--- src/rtl/tfe_pkg.sv ---
// Shared types and constants for the tokamak field evaluator.
`timescale 1ns / 1ps
package tfe_pkg;

    // Fixed-point format of positions and fields
    localparam int FRAC_BITS = 16;
    localparam int POS_W     = 32;
    localparam int OUT_W     = 40;
    localparam int INNER_W   = 40;

    // Configuration register widths
    localparam int B0_W       = 21;
    localparam int R0_W       = 21;
    localparam int Q_W        = 20;
    localparam int A_W        = 19;
    localparam int CFG_IDX_W  = 2;
    localparam int CFG_DATA_W = 21;

    localparam logic [CFG_IDX_W-1:0] CFG_AXIS_FIELD    = 2'd0;
    localparam logic [CFG_IDX_W-1:0] CFG_MAJOR_RADIUS  = 2'd1;
    localparam logic [CFG_IDX_W-1:0] CFG_SAFETY_FACTOR = 2'd2;
    localparam logic [CFG_IDX_W-1:0] CFG_MINOR_RADIUS  = 2'd3;

    localparam logic [B0_W-1:0] AXIS_FIELD_RST    = 21'd327680;
    localparam logic [R0_W-1:0] MAJOR_RADIUS_RST  = 21'd393216;
    localparam logic [Q_W-1:0]  SAFETY_FACTOR_RST = 20'd131072;
    localparam logic [A_W-1:0]  MINOR_RADIUS_RST  = 19'd131072;

    // Smallest major radius used, 0.01 m rounded to nearest
    localparam int RMIN_INT = ((1 << FRAC_BITS) + 50) / 100;

    // Square root pipeline: 64-bit radicand, one root bit per stage
    localparam int SQ_IN_W  = 64;
    localparam int SQ_BITS  = 32;
    localparam int SQRT_LAT = SQ_BITS + 1;

    // Divider pipeline: one quotient bit per stage, overflow above DIV_QB bits
    localparam int DIV_NUM_W = 73;
    localparam int DIV_DEN_W = 52;
    localparam int DIV_QB    = 41;
    localparam int DIV_Q_W   = DIV_QB + 1;
    localparam int DIV_LAT   = DIV_QB + 2;

    localparam logic [INNER_W-1:0]       INNER_MAX = {INNER_W{1'b1}};
    localparam logic signed [OUT_W-1:0]  OUT_MAX   = {1'b0, {(OUT_W-1){1'b1}}};
    localparam logic signed [OUT_W-1:0]  OUT_MIN   = {1'b1, {(OUT_W-1){1'b0}}};

    typedef struct packed {
        logic signed [POS_W-1:0] pos_x;
        logic signed [POS_W-1:0] pos_y;
        logic signed [POS_W-1:0] pos_z;
    } in_word_t;

    typedef struct packed {
        logic signed [OUT_W-1:0] field_x;
        logic signed [OUT_W-1:0] field_y;
        logic signed [OUT_W-1:0] field_z;
        logic                    inside_plasma;
    } out_word_t;

    // Divider result word: rounded quotient magnitude and overflow
    typedef struct packed {
        logic               valid;
        logic               ovf;
        logic [DIV_Q_W-1:0] quo;
    } div_res_t;

endpackage

--- src/rtl/tfe_sqrt_pipe.sv ---
// Pipelined integer square root, one root bit resolved per stage.
`timescale 1ns / 1ps
module tfe_sqrt_pipe (
    input  logic                         clk,
    input  logic                         rst_n,
    input  logic                         in_valid,
    input  logic [tfe_pkg::SQ_IN_W-1:0]  radicand,
    output logic                         out_valid,
    output logic [tfe_pkg::SQ_BITS-1:0]  root
);
    import tfe_pkg::*;

    logic [SQRT_LAT-1:0] valid_reg;
    logic [SQ_IN_W-1:0]  rem_reg  [0:SQ_BITS];
    logic [SQ_BITS-1:0]  root_reg [0:SQ_BITS];
    logic [SQ_IN_W-1:0]  rem_next  [1:SQ_BITS];
    logic [SQ_BITS-1:0]  root_next [1:SQ_BITS];

    // Valid bits travel alongside the stages
    always_ff @(posedge clk or negedge rst_n)
    begin
        if (!rst_n)
        begin
            valid_reg <= '0;
        end
        else
        begin
            valid_reg <= {valid_reg[SQRT_LAT-2:0], in_valid};
        end
    end

    // Each stage tries the next lower root bit against the remainder
    always_comb
    begin
        for (int k = 1; k <= SQ_BITS; k++)
        begin
            logic [SQ_IN_W-1:0] trial;
            trial = (SQ_IN_W'(root_reg[k-1]) << (SQ_BITS - k + 1))
                  | (SQ_IN_W'(1) << (2 * (SQ_BITS - k)));
            if (rem_reg[k-1] >= trial)
            begin
                rem_next[k]  = rem_reg[k-1] - trial;
                root_next[k] = root_reg[k-1] | (SQ_BITS'(1) << (SQ_BITS - k));
            end
            else
            begin
                rem_next[k]  = rem_reg[k-1];
                root_next[k] = root_reg[k-1];
            end
        end
    end

    always_ff @(posedge clk)
    begin
        rem_reg[0]  <= radicand;
        root_reg[0] <= '0;
        for (int k = 1; k <= SQ_BITS; k++)
        begin
            rem_reg[k]  <= rem_next[k];
            root_reg[k] <= root_next[k];
        end
    end

    assign out_valid = valid_reg[SQRT_LAT-1];
    assign root      = root_reg[SQ_BITS];

endmodule

--- config.mk ---
export PLATFORM = sky130hd
export DESIGN_NAME = tfe_sqrt_pipe
export DESIGN_NICKNAME = d
export VERILOG_FILES = /design/src/rtl/tfe_pkg.sv /design/src/rtl/tfe_sqrt_pipe.sv
export SDC_FILE = /design/constraint.sdc
export NUM_CORES = 2
export LEC_CHECK = 0
export ABC_CLOCK_PERIOD_IN_PS = 3710
export BUFFER_PORTS_ARGS = -buffer_cell sky130_fd_sc_hd__buf_4
export CAP_MARGIN = 5
export CORE_ASPECT_RATIO = 2
export CORE_MARGIN = 2
export CORE_UTILIZATION = 43
export CTS_CLUSTER_SIZE = 12
export DETAILED_ROUTE_END_ITERATION = 10
export GPL_TIMING_DRIVEN = 0
export PLACE_DENSITY_LB_ADDON = 0.05
export SLEW_MARGIN = 20
export SYNTH_ARGS = -nofsm -noshare
export SYNTH_HDL_FRONTEND = slang
export SYNTH_SLANG_ARGS = --single-unit
--- constraint.sdc ---
create_clock -name clk -period 3.71 [get_ports clk]
set_input_delay 0 -clock clk [delete_from_list [all_inputs] [get_ports clk]]
set_output_delay 0 -clock clk [all_outputs]
set_load 0.05 [all_outputs]
==> impl_results.md <==
- Status: finished, violations left
- Failing checks: negative setup slack
- CP max stage cell: o211ai_1
- Worst path buffer plus inverter count: 2
- Req. time, crit path: 4.50 ns
- Synth top area cells: dfxtp_1 (53%), ha_1 (7.1%), xnor2_1 (4.5%)
- Post-route DRC: 0
- Final worst-path cycle share: 110%
- MaxCap Viol Count: 0
- Number of global-route vias before repair: 79900
- Post-Syn Area per Cell: 10.1 sq um
- Core region area: 0.226 sq mm
- Max-slew headroom: 8.30%
- Synth Flop Type: dfxtp_1
- CTS tree: done
- First-pass GRT wire length: 524000 um
- Clk network pwr share: 27.3%
- Setup-failing EPs final: 148
- PD cells: 775 mW/mm^2
- Count of final hold-check violations: 0
- Post-Route WL: 370000 um
- Final max-slew violation count: 0
- Clock transition at path regs: 0.07 ns
- Clk_skew: 0.0680 ns
- F_max: 0.245 GHz
- Fin crit period: 4.09 ns
- Seq/Total Area, Yosys: 53.6%
- Net Sw Frac: 35.5%
- Combinational Power Share: 27.5%
- Dpl hpwl: 296000 um
- CP top delay family: compound AO/OA/AOI/OAI gates
- Drt pass-1 iters: 6
- Fill cell count: 20700
- Grt total ovfl: 0
- CP Launch Type: flop
- Die X: 341 um
- Die ar.: 0.232 sq mm
- Area Growth Syn to Fin: 19.2%
- Post-Syn Nets: 10300
- P_leak: 52.1 nW
- Critical path class: flop to flop
- Total GRT Usage: 31.6%
- Worst Hold Class: input port to async pin
- Synth area leader: dfxtp_1
- H-Tree Depth: 5
- Worst Tran Pin Value: 1.36 ns
- Sequential share of power: 45.1%
- Io pins: 100
- DR vias/cell: 5.54
- Die height: 679 um
- Yosys warnings: 0
- Arrival time of the worst setup path: 4.88 ns
- Drt wl/cell: 27.6 um
- Initial antenna violation count: 35
- Cell area after synthesis: 0.0978 sq mm
- Power after layout: 90.4 mW
- Antenna-violating nets left: 0
- Via Count: 74400
- I/O Buffers: 99
- Int Pwr: 58.4 mW
- Max clock buf depth: 4
- CP cell instances: inv_1 > ha_4 > and3_4 > and4_1 > nand4_1 > o211ai_1 > a211oi_4 > a211o_1 > a41o_4 > buf_4 > nor3_4 > xor2_1
- CTS root buf: clkbuf_16
- Largest net degree at the start of global routing: 34
- Layout cells sized above 1: 12.6%
- Post-synth cell types: 102
- Critical path depth: 12
- CTS sink count: 2609
- Setup crit end kind: flop
- Yosys reg bits: 2609
- Post-synth EDFFs: 0
- Syn Inst Count: 9706
- DR iter-0 viols: 3059
- Clock Latency Late Sink: 0.88 ns
- Top post-synthesis cells by count: dfxtp_1 (2576), inv_1 (701), a21oi_1 (681)
- Critical path peak fanout: 7
- Initial core utilization: 43.2%
- Setup ws final: -0.375 ns
- CP peak stage delay: 0.77 ns
- FP Rows: 247
- Total CTS buffers: 267
- FFs w/ async S/R, synth: 1.26%
- GPL Wtd Cong: 1.10
- Share of the synthesized area in the top cell type: 52.7%
- NetSw: 32.1 mW
- Hold_ws: 0.152 ns
- Reg2reg path depth: 12
- Largest register FFs: 2048
- RSZ-0062 raised after global routing: true
- Final net count: 10900
- VDD IR-drop max: 0.497 mV
- Most common cell in the netlist: dfxtp_1
per-layer routing:
layer  global-route usage [%]  vias up  part of all wire [%]
li1                         -    34900                     -
met1                     18.7    35600                    23
met2                     64.8     2242                    58
met3                     6.69     1536                   3.9
met4                     40.2       34                    15
met5                        0        -                 0.075
repair_timing:
action                                  4_1_cts  5_1_grt
endpoints found under the setup margin      746      493
cloned                                        3        3
setup buffers                                58       60
hold buffers                                133        0
hold endpoints to repair                     98        0
gates resized for setup                     512      398
pin swaps                                    62      116
kinds of logic (layout without fill, tap and decap cells):
family / count (synthesis) / after routing / share of synthesized area (%)
XOR/XNOR: 887 / 887 / 7.95
AND/OR/NAND/NOR: 2807 / 2807 / 14.9
AO/OA/AOI/OAI: 1809 / 1809 / 11.4
multiplexers: 123 / 123 / 1.42
buffers and inverters: 913 / 1611 / 3.60
other: 0 / 40 / 0
adder cells (fa/ha/maj): 558 / 558 / 7.14
flip-flops: 2609 / 2609 / 53.6
cell usage in the layout, fill, tap and decap left out, types with 146 or more instances in the layout:
cell type / count
dfxtp_1: 2540
o21ai_0: 359
a21o_1: 182
a21oi_1: 622
buf_4: 195
clkbuf_16: 281
nand4_1: 180
nand2_1: 528
xnor2_1: 483
inv_1: 695
ha_1: 531
nor2_1: 647
nor4_1: 294
nor3_1: 189
xor2_1: 369
nand3_1: 146
worst register-to-register path, stage by stage (launching register included):
cell and delay [ns]:
dfxtp_1 0.40, inv_1 0.10, ha_4 0.30, and3_4 0.24, and4_1 0.24, nand4_1 0.75, o211ai_1 0.78, a211oi_4 0.17
a211o_1 0.28, a41o_4 0.32, buf_4 0.17, nor3_4 0.11, xor2_1 0.18
layout make-up:
| type | count | area, sq um | share of cell area [%] |
|---|---|---|---|
| buffer | 179 | 1240 | 1.06 |
| timing repair buffer | 369 | 3540 | 3.04 |
| clock buffer | 336 | 7300 | 6.26 |
| tap | 2988 | 3740 | 3.20 |
| clock inverter | 23 | 340 | 0.292 |
| multi-input combinational | 6184 | 45300 | 38.8 |
| inverter | 704 | 2650 | 2.27 |
| antenna | 40 | 100 | 0.0858 |
| sequential | 2609 | 52500 | 45.0 |
worst paths after layout:
| check | startpoint | to | slack, ns |
|---|---|---|---|
| min reg2reg | rem_reg[0][1174] | rem_reg[0][1238] | 0.32 |
| max in group asynchronous | rst_n | valid_reg[8] | 3.36 |
| max | root_reg[10][15] | rem_reg[0][1405] | -0.38 |
| max reg2reg | root_reg[10][15] | rem_reg[0][1405] | -0.38 |
| min in group clk | radicand[40] | rem_reg[0][40] | 0.30 |
| min | rst_n | valid_reg[32] | 0.15 |
metrics by stage:
step                      setup slack, ns  std cells  setup TNS, ns  instance area [sq um]  util, %
final                              -0.375      13400         -19.75                 117000     51.6
after global routing               -0.536      13400         -33.06                 117000     51.5
after CTS                          -0.468      13300         -18.89                 114000     50.5
after detailed placement            -2.63      12800        -535.82                 103000     45.4
after global placement              -2.71      12800        -885.98                 102000     45.2
after floorplan                     0.615       9706              0                  97800        -
power by group through the flow:
| stage | Combinational [mW] | Sequential [mW] | Clock, mW |
|---|---|---|---|
| floorplan | 16.1 | 37.8 | 0 |
| global placement | 22.7 | 40.7 | 0 |
| detailed placement | 22.9 | 40.8 | 0 |
| CTS | 23.9 | 40.4 | 25.2 |
| global route | 26.9 | 41.3 | 26.3 |
| finish | 24.9 | 40.8 | 24.7 |
No activity file was read; power rests on OpenSTA's default activity.
